File: config.mk
export PLATFORM = sky130hd
export DESIGN_NAME = text_page_break_finder_unit
export DESIGN_NICKNAME = d
export VERILOG_FILES = /design/src/rtl/tpbf_pkg.sv /design/src/rtl/tpbf_cfg.sv /design/src/rtl/tpbf_core.sv /design/src/rtl/text_page_break_finder_unit.sv
export VERILOG_INCLUDE_DIRS = /design/src /design/src/rtl
export SDC_FILE = /design/constraint.sdc
export NUM_CORES = 1
export LEC_CHECK = 0
export ABC_AREA = 0
export BUFFER_PORTS_ARGS = -buffer_cell sky130_fd_sc_hd__buf_2
export CORE_MARGIN = 8
export CORE_UTILIZATION = 55
export CTS_BUF_LIST = sky130_fd_sc_hd__clkbuf_4 sky130_fd_sc_hd__clkbuf_8 sky130_fd_sc_hd__clkbuf_16
export CTS_CLUSTER_SIZE = 30
export DETAILED_ROUTE_END_ITERATION = 8
export PLACE_DENSITY = 0.75
export SLEW_MARGIN = 20
export SYNTH_ARGS = -nofsm -noshare
export SYNTH_HDL_FRONTEND = slang
export SYNTH_SLANG_ARGS = --single-unit
File: constraint.sdc
create_clock -name clk -period 8.2 [get_ports clk]
set_clock_uncertainty 0.15 [all_clocks]
set_input_delay 1.64 -clock clk [delete_from_list [all_inputs] [get_ports clk]]
set_output_delay 1.64 -clock clk [all_outputs]
set_load 0.005 [all_outputs]
File: src/rtl/text_page_break_finder_unit_assert.svh
// Assertion macros for the text page break finder
`ifndef TEXT_PAGE_BREAK_FINDER_UNIT_ASSERT_SVH
`define TEXT_PAGE_BREAK_FINDER_UNIT_ASSERT_SVH

`ifndef ASSERT_OFF
`define TPBF_ASSERT(lbl, prop) \
  lbl: assert property (@(posedge clk) disable iff (rst) (prop)) \
    else $error("tpbf assertion failed");
`define TPBF_ASSERT_NEXT(lbl, pre, post) \
  lbl: assert property (@(posedge clk) disable iff (rst) (pre) |=> (post)) \
    else $error("tpbf assertion failed");
`else
`define TPBF_ASSERT(lbl, prop)
`define TPBF_ASSERT_NEXT(lbl, pre, post)
`endif

`endif

File: src/rtl/tpbf_pkg.sv
// Shared types and constants of the text page break finder
package tpbf_pkg;

  localparam logic [7:0] ESC_CODE   = 8'h1B;
  localparam logic [7:0] ESC_END    = 8'h6D;
  localparam logic [7:0] TAB_CODE   = 8'h09;
  localparam logic [7:0] CR_CODE    = 8'h0D;
  localparam logic [7:0] LF_CODE    = 8'h0A;
  localparam logic [3:0] ESC_MAX    = 4'd9;
  localparam logic [7:0] LINE_MAX   = 8'hFF;
  localparam logic [15:0] PAGES_MAX = 16'hFFFF;

  localparam logic [7:0] DEFAULT_WIDTH  = 8'd80;
  localparam logic [7:0] DEFAULT_LENGTH = 8'd22;
  localparam logic [7:0] WIDTH_MIN      = 8'd40;
  localparam logic [7:0] WIDTH_MAX      = 8'd250;
  localparam logic [7:0] LENGTH_MIN     = 8'd5;

  localparam logic [7:0] RESET_SCREEN_WIDTH = 8'd80;
  localparam logic [7:0] RESET_PAGE_LENGTH  = 8'd22;

  typedef enum logic [1:0] {
    REG_SCREEN_WIDTH = 2'd0,
    REG_PAGE_LENGTH  = 2'd1,
    REG_COMPACT_MODE = 2'd2
  } cfg_reg_t;

  // effective settings seen by the step logic
  typedef struct packed {
    logic [7:0] width;
    logic [7:0] limit;
  } cfg_t;

endpackage

File: src/rtl/tpbf_cfg.sv
// Configuration registers and derived page geometry
module tpbf_cfg (
  input  logic             clk,
  input  logic             rst,
  input  logic             cfg_we,
  input  logic [1:0]       cfg_index,
  input  logic [7:0]       cfg_data,
  output tpbf_pkg::cfg_t   cfg
);
  import tpbf_pkg::*;

  logic [7:0] screen_width;
  logic [7:0] page_rows;
  logic       compact_mode;
  logic [7:0] width_eff;
  logic [7:0] length_eff;
  cfg_t       cfg_next;

  always_ff @(posedge clk) begin
    if (rst) begin
      screen_width <= RESET_SCREEN_WIDTH;
      page_rows    <= RESET_PAGE_LENGTH;
      compact_mode <= 1'b0;
    end else if (cfg_we) begin
      case (cfg_index)
        REG_SCREEN_WIDTH: screen_width <= cfg_data;
        REG_PAGE_LENGTH:  page_rows    <= cfg_data;
        REG_COMPACT_MODE: compact_mode <= cfg_data[0];
        default: ;
      endcase
    end
  end

  // out-of-range settings fall back to defaults
  always_comb begin
    width_eff  = (screen_width >= WIDTH_MIN && screen_width <= WIDTH_MAX) ?
                 screen_width : DEFAULT_WIDTH;
    length_eff = (page_rows < LENGTH_MIN) ? DEFAULT_LENGTH : page_rows;
    cfg_next.width = width_eff;
    cfg_next.limit = length_eff - (compact_mode ? 8'd1 : 8'd2);
  end

  always_ff @(posedge clk) begin
    if (rst) begin
      cfg.width <= RESET_SCREEN_WIDTH;
      cfg.limit <= RESET_PAGE_LENGTH - 8'd2;
    end else begin
      cfg <= cfg_next;
    end
  end

endmodule

File: src/rtl/tpbf_core.sv
// Input register, per-byte step logic with text state, result register
`include "text_page_break_finder_unit_assert.svh"
module tpbf_core #(
  parameter int POSITION_BITS = 16
) (
  input  logic                clk,
  input  logic                rst,
  input  tpbf_pkg::cfg_t      cfg,
  input  logic                s_tvalid,
  output logic                s_tready,
  input  logic [7:0]          s_tdata,
  input  logic                s_tlast,
  output logic                m_tvalid,
  input  logic                m_tready,
  output logic [31:0]         m_tdata,
  output logic                m_tlast
);
  import tpbf_pkg::*;

  // input stage
  logic       in_valid;
  logic [7:0] in_char;
  logic       in_end;

  // text state
  logic [7:0]               column, column_next;
  logic [7:0]               line_count, line_count_next;
  logic                     escape_active, escape_active_next;
  logic [3:0]               escape_count, escape_count_next;
  logic                     tab_pending, tab_pending_next;
  logic [POSITION_BITS-1:0] byte_position, byte_position_next;
  logic [15:0]              pages_so_far, pages_so_far_next;

  // result stage
  logic        out_valid;
  logic [15:0] out_start, out_start_next;
  logic [15:0] out_pages, out_pages_next;
  logic        out_last;

  logic                      examined;
  logic                      page_break;
  logic                      has_result;
  logic                      out_free;
  logic                      process;
  logic                      load_out;
  logic [3:0]                esc_cnt_inc;
  logic [15:0]               pages_inc;
  logic [POSITION_BITS+15:0] pos_ext;
  logic [7:0]                col;
  logic [7:0]                ln;
  logic                      text_cleared;

  assign examined   = !escape_active && (!tab_pending || in_char == TAB_CODE);
  assign page_break = examined && (line_count > cfg.limit);
  assign has_result = in_end || page_break;
  assign out_free   = !out_valid || m_tready;
  assign process    = in_valid && (!has_result || out_free);
  assign load_out   = process && has_result;
  assign s_tready   = !in_valid || process;

  assign esc_cnt_inc = escape_count + 4'd1;
  assign pages_inc   = (pages_so_far == PAGES_MAX) ? pages_so_far : pages_so_far + 16'd1;
  assign pos_ext     = {16'd0, byte_position};

  always_comb begin
    column_next        = column;
    line_count_next    = line_count;
    escape_active_next = escape_active;
    escape_count_next  = escape_count;
    tab_pending_next   = tab_pending;
    byte_position_next = byte_position + POSITION_BITS'(1);
    pages_so_far_next  = pages_so_far;
    out_start_next     = pos_ext[15:0];
    out_pages_next     = pages_inc;
    col                = column;
    ln                 = line_count;

    if (in_end) begin
      // report total and clear
      out_pages_next     = pages_so_far;
      column_next        = 8'd1;
      line_count_next    = 8'd1;
      escape_active_next = 1'b0;
      escape_count_next  = 4'd0;
      tab_pending_next   = 1'b0;
      byte_position_next = '0;
      pages_so_far_next  = 16'd1;
    end else if (escape_active) begin
      escape_count_next = esc_cnt_inc;
      if (in_char == ESC_END || esc_cnt_inc >= ESC_MAX) begin
        escape_active_next = 1'b0;
        escape_count_next  = 4'd0;
      end
    end else if (tab_pending && in_char != TAB_CODE) begin
      tab_pending_next = 1'b0;
    end else begin
      tab_pending_next = 1'b0;
      if (page_break) begin
        pages_so_far_next = pages_inc;
        col = 8'd1;
        ln  = 8'd1;
      end
      case (in_char)
        ESC_CODE: begin
          escape_active_next = 1'b1;
          escape_count_next  = 4'd0;
        end
        TAB_CODE: tab_pending_next = 1'b1;
        CR_CODE:  col = 8'd1;
        LF_CODE: begin
          if (ln < LINE_MAX) ln = ln + 8'd1;
        end
        default: begin
          if (col > cfg.width) begin
            col = 8'd1;
            if (ln < LINE_MAX) ln = ln + 8'd1;
          end else begin
            col = col + 8'd1;
          end
        end
      endcase
      column_next     = col;
      line_count_next = ln;
    end
  end

  always_ff @(posedge clk) begin
    if (rst) begin
      in_valid      <= 1'b0;
      out_valid     <= 1'b0;
      column        <= 8'd1;
      line_count    <= 8'd1;
      escape_active <= 1'b0;
      escape_count  <= 4'd0;
      tab_pending   <= 1'b0;
      byte_position <= '0;
      pages_so_far  <= 16'd1;
    end else begin
      if (s_tready) in_valid <= s_tvalid;
      if (process) begin
        column        <= column_next;
        line_count    <= line_count_next;
        escape_active <= escape_active_next;
        escape_count  <= escape_count_next;
        tab_pending   <= tab_pending_next;
        byte_position <= byte_position_next;
        pages_so_far  <= pages_so_far_next;
      end
      if (load_out) out_valid <= 1'b1;
      else if (m_tready) out_valid <= 1'b0;
    end
  end

  // payload registers
  always_ff @(posedge clk) begin
    if (s_tvalid && s_tready) begin
      in_char <= s_tdata;
      in_end  <= s_tlast;
    end
    if (load_out) begin
      out_start <= out_start_next;
      out_pages <= out_pages_next;
      out_last  <= in_end;
    end
  end

  assign m_tvalid = out_valid;
  assign m_tdata  = {out_pages, out_start};
  assign m_tlast  = out_last;

  // text state back at its reset values
  assign text_cleared = pages_so_far == 16'd1 && byte_position == '0 &&
                        !escape_active && !tab_pending;

  `TPBF_ASSERT(a_no_result_overwrite, !(out_valid && !m_tready && load_out))
  `TPBF_ASSERT(a_esc_count_idle, escape_active || escape_count == 4'd0)
  `TPBF_ASSERT(a_pages_nonzero, pages_so_far != 16'd0)
  `TPBF_ASSERT_NEXT(a_end_clears, process && in_end, text_cleared)
  `TPBF_ASSERT_NEXT(a_break_result, load_out && !in_end, !out_last && out_pages >= 16'd2)

endmodule

File: src/rtl/text_page_break_finder_unit.sv
// Top level of the text page break finder
//
//  channel   dir  signals                          carries
//  s_*       in   s_tvalid s_tready s_tdata s_tlast text bytes, end-of-text marker
//  m_*       out  m_tvalid m_tready m_tdata m_tlast page starts and final page count
//  cfg_*     in   cfg_we cfg_index cfg_data          screen width, page length, compact
//
// One byte per cycle, unless a result byte waits on a held result: each request
// is held in the input register, the step logic updates column/line/skip state
// and, on a page break or end of text, loads the result register.
// A byte that makes no result moves on even while the result register is
// stalled; a byte that makes a result waits there until the held result
// is taken. Reset (rst, synchronous) empties both stages and restores the
// text state and the registers to 80 columns, 22 lines, non-compact.
// Derived width/limit are registered in the cycle after a config write.
module text_page_break_finder_unit #(
  parameter int POSITION_BITS = 16
) (
  input  logic        clk,
  input  logic        rst,
  input  logic        s_tvalid,
  output logic        s_tready,
  input  logic [7:0]  s_tdata,    // [7:0] char_code
  input  logic        s_tlast,    // end_of_text
  output logic        m_tvalid,
  input  logic        m_tready,
  output logic [31:0] m_tdata,    // [15:0] page_start, [31:16] page_number
  output logic        m_tlast,    // text_done
  input  logic        cfg_we,
  input  logic [1:0]  cfg_index,
  input  logic [7:0]  cfg_data
);
  import tpbf_pkg::*;

  cfg_t cfg;

  // registered, range-checked page geometry
  tpbf_cfg u_cfg (
    .clk       (clk),
    .rst       (rst),
    .cfg_we    (cfg_we),
    .cfg_index (cfg_index),
    .cfg_data  (cfg_data),
    .cfg       (cfg)
  );

  // byte stream stepping and result register
  tpbf_core #(
    .POSITION_BITS (POSITION_BITS)
  ) u_core (
    .clk      (clk),
    .rst      (rst),
    .cfg      (cfg),
    .s_tvalid (s_tvalid),
    .s_tready (s_tready),
    .s_tdata  (s_tdata),
    .s_tlast  (s_tlast),
    .m_tvalid (m_tvalid),
    .m_tready (m_tready),
    .m_tdata  (m_tdata),
    .m_tlast  (m_tlast)
  );

endmodule

==> impl_metrics.yaml, run 1 <==
status:
  status: "complete, no violations"
die:
  die_h_um: 126
  start_util_pct: 55.7
  die_x_um: 126
  num_rows: 40
  die_area_um2: 15800
  io_pins: 59
  fp.coreArea_um2: 11900
logic_synthesis:
  synthFlopType: "dfxtp_1"
  yosys.area_share.adder_pct: 4.64
  synthMuxAreaShare_pct: 1.85
  synthesis.nets: 785
  synth-compound-area-share_pct: 15.5
  synth_area_um2: 6630
  yosys.area_share.simple_pct: 25.2
  avgSynthCellArea_um2: 9.00
  synth_xor_area_share_pct: 3.43
  synth_top_family_by_area: "simple AND/OR/NAND/NOR gates"
  ys.warnings.count: 0
  yosysSeqAreaShare_pct: 45.9
  synth_edf_count: 42
  synth_cell_types: 74
  synthArstFlopShare_pct: 0
  ys_ff_latch: 131
  synthCells: 737
critical_path:
  endpoint_kind: "primary output"
  cpPeakStageDelay_ns: 0.65
  cp_slowest_cell: "a211oi_1"
  start_kind: "register"
  cp_data_arrival_time_ns: 3.49
  cp.required_ns: 6.41
  path_max_fanout: 13
  crit_chain: "ha_1 -> nand4_1 -> nor2_1 -> a211oi_1 -> o21ai_1 -> buf_4 -> a21oi_1 -> nand2_1 -> buf_2"
  critPathKind: "reg2out"
routing:
  antenna_left: 0
  drc: 0
  vias: 5730
  drtPass1Iterations: 5
  routed_via_density: 6.04
  wl_per_cell_um: 16.8
  first_iter_violations: 455
  wl_mm: 15.9
timing:
  fmax_mhz: 189
  relSlewSlack_pct: 34.8
  maxSlewViolCount: 0
  finalSetupTns_ns: 0
  setup_viol: 0
  rsz0062_at_grt: "no"
  tightest_slew_ns: 0.954
  finalCriticalPeriod_ns: 5.28
  min_period_over_period_pct: 64.4
  hold_viol_final: 0
cts:
  clkTransAtPathRegs_ns: 0.06
  cts_resized: 0
  clock_latency_ns: 0.42
  cts_made_buffers: 17
  hold_buffers: 0
  cts_tree: "done"
  clock_sinks: 131
  htree_num_levels: 4
  cts_setup_buffers: 0
  cts_buffer_depth: 2
  cts_root_buffer: "clkbuf_16"
finish:
  fill_cells: 1007
  mostFrequentLayoutCells: "89 x dfxtp_1, 74 x nor2_1, 69 x nand2_1, 67 x a21oi_1, 58 x buf_2"
  num_antenna_cells: 0
  final_nets: 837
  layout-drive-gt1-share_pct: 14.2
  mostFrequentLayoutCell: "dfxtp_1"
  area_growth_pct: 15.1
run:
  maxCapViolCount: 0
power:
  finalPower_uw: 1550
  cellPowerDensity_nw_per_um2: 203
  vdd_ir_drop_max_uv: 149
  p_leak_uw: 0.00287
global_route:
  grt-ovfl-total: 0
  track_usage_pct: 20.6
  grt_pass1_wl_mm: 26.8
  grt_pass1_vias: 5605
  grt_max_degree: 50
  antenna_found_initial: 0
place:
  hpwl_mm: 11.2
  place.gp.congestion: 0.882
  placement.io_buffers: 58
min_path:
  holdCritPathClass: "reg2reg"
[critical path, delay by kind of cell, from the launching register on]
| family | cells | cell delay, ns |
|---|---|---|
| AO/OA/AOI/OAI | 3 | 1.38 |
| adder cells (fa/ha/maj) | 1 | 0.34 |
| buffers and inverters | 2 | 0.47 |
| flip-flops | 1 | 0.52 |
| AND/OR/NAND/NOR | 3 | 0.38 |
[cells by family after synthesis]
group                      Yosys count
muxes                               12
DFF                                131
AOI/OAI and AO/OA                  164
buffers and inverters               60
adders and majority gates           24
and+or+nand+nor                    320
xor gates and xnor gates            26
[per-layer routing]
layer  track usage [%]  wire length [um]
met5                 0                 0
met4              10.0               316
met3              4.60               921
met2              33.0              7580
met1              25.8              7120
[synth_stat cells, drive strengths merged, types with 3 or more instances]
library cell	count	area, um^2
nor2b	7	43.8
or4b	3	33.8
ha	23	288
and2	22	138
o211ai	3	22.5
nand2	69	259
and3	10	62.6
xnor2	5	43.8
nor2	74	278
nand2b	8	50.1
nand4	19	119
dfxtp	89	1780
nor3b	5	37.5
a31oi	6	37.5
xor2	21	184
a21oi	69	353
clkbuf	21	78.8
o2111ai	3	26.3
buf	9	43.8
or2	3	18.8
nand3	38	195
nand3b	3	22.5
o31ai	7	52.6
or3	15	93.8
nor4	9	71.3
a211oi	5	37.5
mux2i	10	100
nor3	17	96.4
or4	6	45.0
edfxtp	42	1260
o21a	5	37.5
inv	30	113
a21o	3	22.5
o21ai	33	173
and4	5	43.8
and3b	3	26.3
[registers in the layout (all words and copies together), names as in the netlist]
register and count:
u_cfg.cfg 16, u_cfg.compact_mode 1, u_cfg.page_rows 8, u_cfg.screen_width 8
u_core.byte_position 16, u_core.column 8, u_core.escape_active 1, u_core.escape_count 4
u_core.in_char 8, u_core.in_end 1, u_core.in_valid 1, u_core.line_count 8
u_core.m_tlast 1, u_core.m_tvalid 1, u_core.out_pages 16, u_core.out_start 16
u_core.pages_so_far 16, u_core.tab_pending 1
[metrics by stage]
step | area [um^2] | util, % | setup slack [ns] | std cells | hold slack (ns)
after global routing | 7630 | 64.1 | 2.57 | 949 | 0.317
after CTS | 7630 | 64.1 | 2.94 | 949 | 0.309
after global placement | 7030 | 59.0 | 3.46 | 917 | 0.287
after detailed placement | 7030 | 59.0 | 3.29 | 917 | 0.296
final | 7630 | 64.1 | 2.92 | 949 | 0.314
after floorplan | 6630 | - | 4.03 | 737 | 0.272
[power breakdown]
| group | switching [uW] | internal (uW) | leakage, uW |
|---|---|---|---|
| sequential | 12.0 | 684 | 0.00110 |
| clock | 295 | 480 | 0.000289 |
| combinational | 47.3 | 27.4 | 0.00148 |
| total | 354 | 1190 | 0.00287 |
[final timing paths]
check                                         startpoint                    to  slack (ns)  cells past startpoint
worst max-delay path                u_core.line_count[7]              s_tready        2.92                      9
worst min-delay path            u_core.byte_position[15]  u_core.out_start[15]        0.31                      0
worst max register to register      u_core.line_count[7]  u_core.line_count[2]        3.17                     17
worst min register to register  u_core.byte_position[15]  u_core.out_start[15]        0.31                      0
[area by class of cell]
cell class	instances	area, um^2	share of cell area [%]
timing repair buffer	63	328	4.30
tap	147	184	2.41
clock inverter	15	181	2.38
sequential	131	3040	39.9
clock buffer	17	425	5.57
multi-input combinational	546	3360	44.0
inverter	30	113	1.48
(Power assumes the default switching activity.)
==> run 2: changes to the inputs <==
- ABC_AREA: 0 -> 1
- PLACE_DENSITY: 0.75 -> 0.74
- clock period: 8.2 -> 5 ns (I/O delays scaled with it)
==> run 2 against run 1 <==
- count of clock-buffer cells in the layout rose by 5
- synthesized cell count is 19% higher
- sequential cell count is the same
- largest power group unchanged
- combinational power rose by 120%
- sequential power grew 67%
- synthesized area rose by 1.4%
- first-iteration DRC count fell by 8.4%
- final cell count is 16% higher
- via count is 2.6% higher
- critical path depth increased by 12
==> impl_metrics.yaml, run 2 <==
routing:
  vias: 5879
  drtPass1Iterations: 5
  wl_per_cell_um: 14.2
  antenna_left: 0
  first_iter_violations: 417
  drc: 0
  routed_via_density: 5.36
  wl_mm: 15.5
finish:
  fill_cells: 1047
  final_nets: 985
  mostFrequentLayoutCell: "nand2_1"
  finalInstanceArea_um2: 7690
  num_antenna_cells: 0
  layout-drive-gt1-share_pct: 13.6
  area_growth_pct: 14.4
  seqCellArea_um2: 3040
  multiInputGateArea_um2: 3050
  mostFrequentLayoutCells: "170 x nand2_1, 126 x inv_1, 92 x nor2_1, 89 x dfxtp_1, 74 x a21oi_1"
cts:
  cts_tree: "done"
  htree_num_levels: 4
  cts_resized: 0
  hold_buffers: 0
  clock_sinks: 131
  cts_buffer_depth: 2
  cts_root_buffer: "clkbuf_16"
  cts_made_buffers: 17
  cts_setup_buffers: 0
  clock_latency_ns: 0.42
  clkTransAtPathRegs_ns: 0.06
logic_synthesis:
  yosys.area.top_type: "dfxtp_1"
  yosysSeqAreaShare_pct: 45.3
  synthCells: 879
  ys.warnings.count: 0
  ys_ff_latch: 131
  synthFlopType: "dfxtp_1"
  synth_area_um2: 6720
  synth_cell_types: 45
  synth_edf_count: 42
  avgSynthCellArea_um2: 7.65
  synthesis.nets: 927
  synthArstFlopShare_pct: 0
  ys_top_cells_by_area: "dfxtp_1 27%, edfxtp_1 19%, nand2_1 9.5%"
  synth_top_area_share_pct: 26.5
  ys_top_cells_by_count: "170 x nand2_1, 126 x inv_1, 92 x nor2_1, 89 x dfxtp_1, 74 x a21oi_1"
  post-synth-top-count-cell: "nand2_1"
critical_path:
  reg2reg_depth: 21
  cp_data_arrival_time_ns: 3.66
  r2r_start: "u_core.line_count[3]"
  cp.required_ns: 5.20
  r2r_slack_ns: 1.54
  start_kind: "register"
  critPathKind: "reg2reg"
  path_max_fanout: 16
  endpoint_kind: "register"
  r2r-end: "u_core.line_count[4]"
min_path:
  holdCritPathClass: "reg2reg"
  min_to: "u_core.out_start[14]"
  hold_start: "u_core.byte_position[14]"
  min_path_cells: 0
power:
  cellPowerDensity_nw_per_um2: 329
  p_leak_uw: 0.00329
  vdd_ir_drop_max_uv: 225
die:
  die_x_um: 127
  num_rows: 40
  io_pins: 59
  die_area_um2: 16000
  start_util_pct: 56.2
  fp.coreArea_um2: 12000
  die_h_um: 127
place:
  placed_area_um2: 7110
  placement.io_buffers: 58
  hpwl_mm: 10.7
  place.gp.congestion: 0.898
  place_ws_ns: 1.64
global_route:
  grt_pass1_vias: 5417
  grt_pass1_wl_mm: 26.1
  track_usage_pct: 20.0
  grt_max_degree: 50
  antenna_found_initial: 0
  grt-ovfl-total: 0
run:
  maxCapViolCount: 0
timing:
  rsz0062_at_grt: "no"
  min_period_over_period_pct: 69.2
  tightest_slew_ns: 0.928
  setup_viol: 0
  finalCriticalPeriod_ns: 3.46
  maxSlewViolCount: 0
  hold_viol_final: 0
  fmax_mhz: 289
  finalSetupTns_ns: 0
  postLayoutSetupSlackWorst_ns: 1.54
  relSlewSlack_pct: 38.0
status:
  status: "complete, no violations"
[run 2: cell count changes in the layout (fill, tap and decap cells not counted), moves of 8 or more]
cell and change:
a211oi_1 +8, and2_1 -22, and3_1 -9, inv_1 +97, mux2i_1 -10, nand2_1 +101
nand2b_1 -8, nand3_1 +13, nor2_1 +18, o21ai_0 +38, or3_1 -15, xor2_1 -15
[run 2: metal layers]
layer / share of wire (%) / vias up / global-route usage [%] / wire length [um]
li1: - / 3022 / - / -
met2: 43 / 157 / 29.0 / 6710
met5: 0 / - / 0 / 0
met1: 50 / 2682 / 28.0 / 7700
met4: 1.0 / 0 / 6.44 / 157
met3: 6.3 / 18 / 5.49 / 974
[run 2: area by class of cell]
| class | count | share of cell area (%) |
|---|---|---|
| multi-input combinational | 589 | 39.7 |
| sequential | 131 | 39.6 |
| inverter | 136 | 6.67 |
| clock buffer | 22 | 6.64 |
| timing repair buffer | 62 | 4.17 |
| tap | 147 | 2.39 |
| clock inverter | 10 | 0.846 |
[run 2: logic make-up (layout without fill, tap and decap cells)]
kind of cell | Yosys count | count (layout) | synth area share, %
DFF | 131 | 131 | 45.3
xor gates and xnor gates | 9 | 9 | 1.17
and+or+nand+nor | 371 | 371 | 24.1
adders and majority gates | 24 | 24 | 4.58
AOI/OAI and AO/OA | 185 | 185 | 15.5
buffers and inverters | 159 | 230 | 9.33
[run 2: report_power, final]
part / internal, uW / leakage, uW / switching, uW / total [uW]
combinational: 56.5 / 0.00186 / 110 / 166
sequential: 1140 / 0.00113 / 24.7 / 1160
clock: 726 / 0.000296 / 474 / 1200
[run 2: how the worst max path moves through the flow]
stage                         startpoint                   end  slack (ns)  depth (start not counted)
finish              u_core.line_count[3]  u_core.line_count[4]        1.54                         21
global route        u_core.line_count[2]  u_core.line_count[4]        1.19                         21
CTS                 u_core.line_count[2]  u_core.line_count[4]        1.59                         21
detailed placement  u_core.line_count[3]  u_core.line_count[4]        1.64                         21
global placement    u_core.line_count[3]  u_core.line_count[4]        1.65                         21
floorplan           u_core.line_count[3]      u_core.column[0]        2.09                         20
[run 2: stage by stage]
stage                     hold slack [ns]  std cells  util, %  total power, uW
after global routing                0.330       1097     64.3             2610
final                               0.322       1097     64.3             2530
after CTS                           0.316       1097     64.3             2540
after detailed placement            0.295       1065     59.5             1350
after floorplan                     0.271        879        -             1290
after global placement              0.300       1065     59.5             1340
[run 2: worst max-delay path, stage by stage (launching register included)]
cell and delay (ns):
dfxtp_1 0.45, ha_1 0.30, nand2_1 0.10, inv_1 0.04
nand2_1 0.05, nand2_1 0.04, nand2_1 0.05, nand2_1 0.08
nand2_4 0.19, inv_2 0.12, nor2_1 0.26, ha_1 0.25
inv_1 0.07, nor2_1 0.15, nand4_1 0.13, nor2_1 0.21
inv_1 0.17, o21ai_0 0.17, nand3_1 0.13, nand3_1 0.10
nand2_1 0.06, a21oi_2 0.11
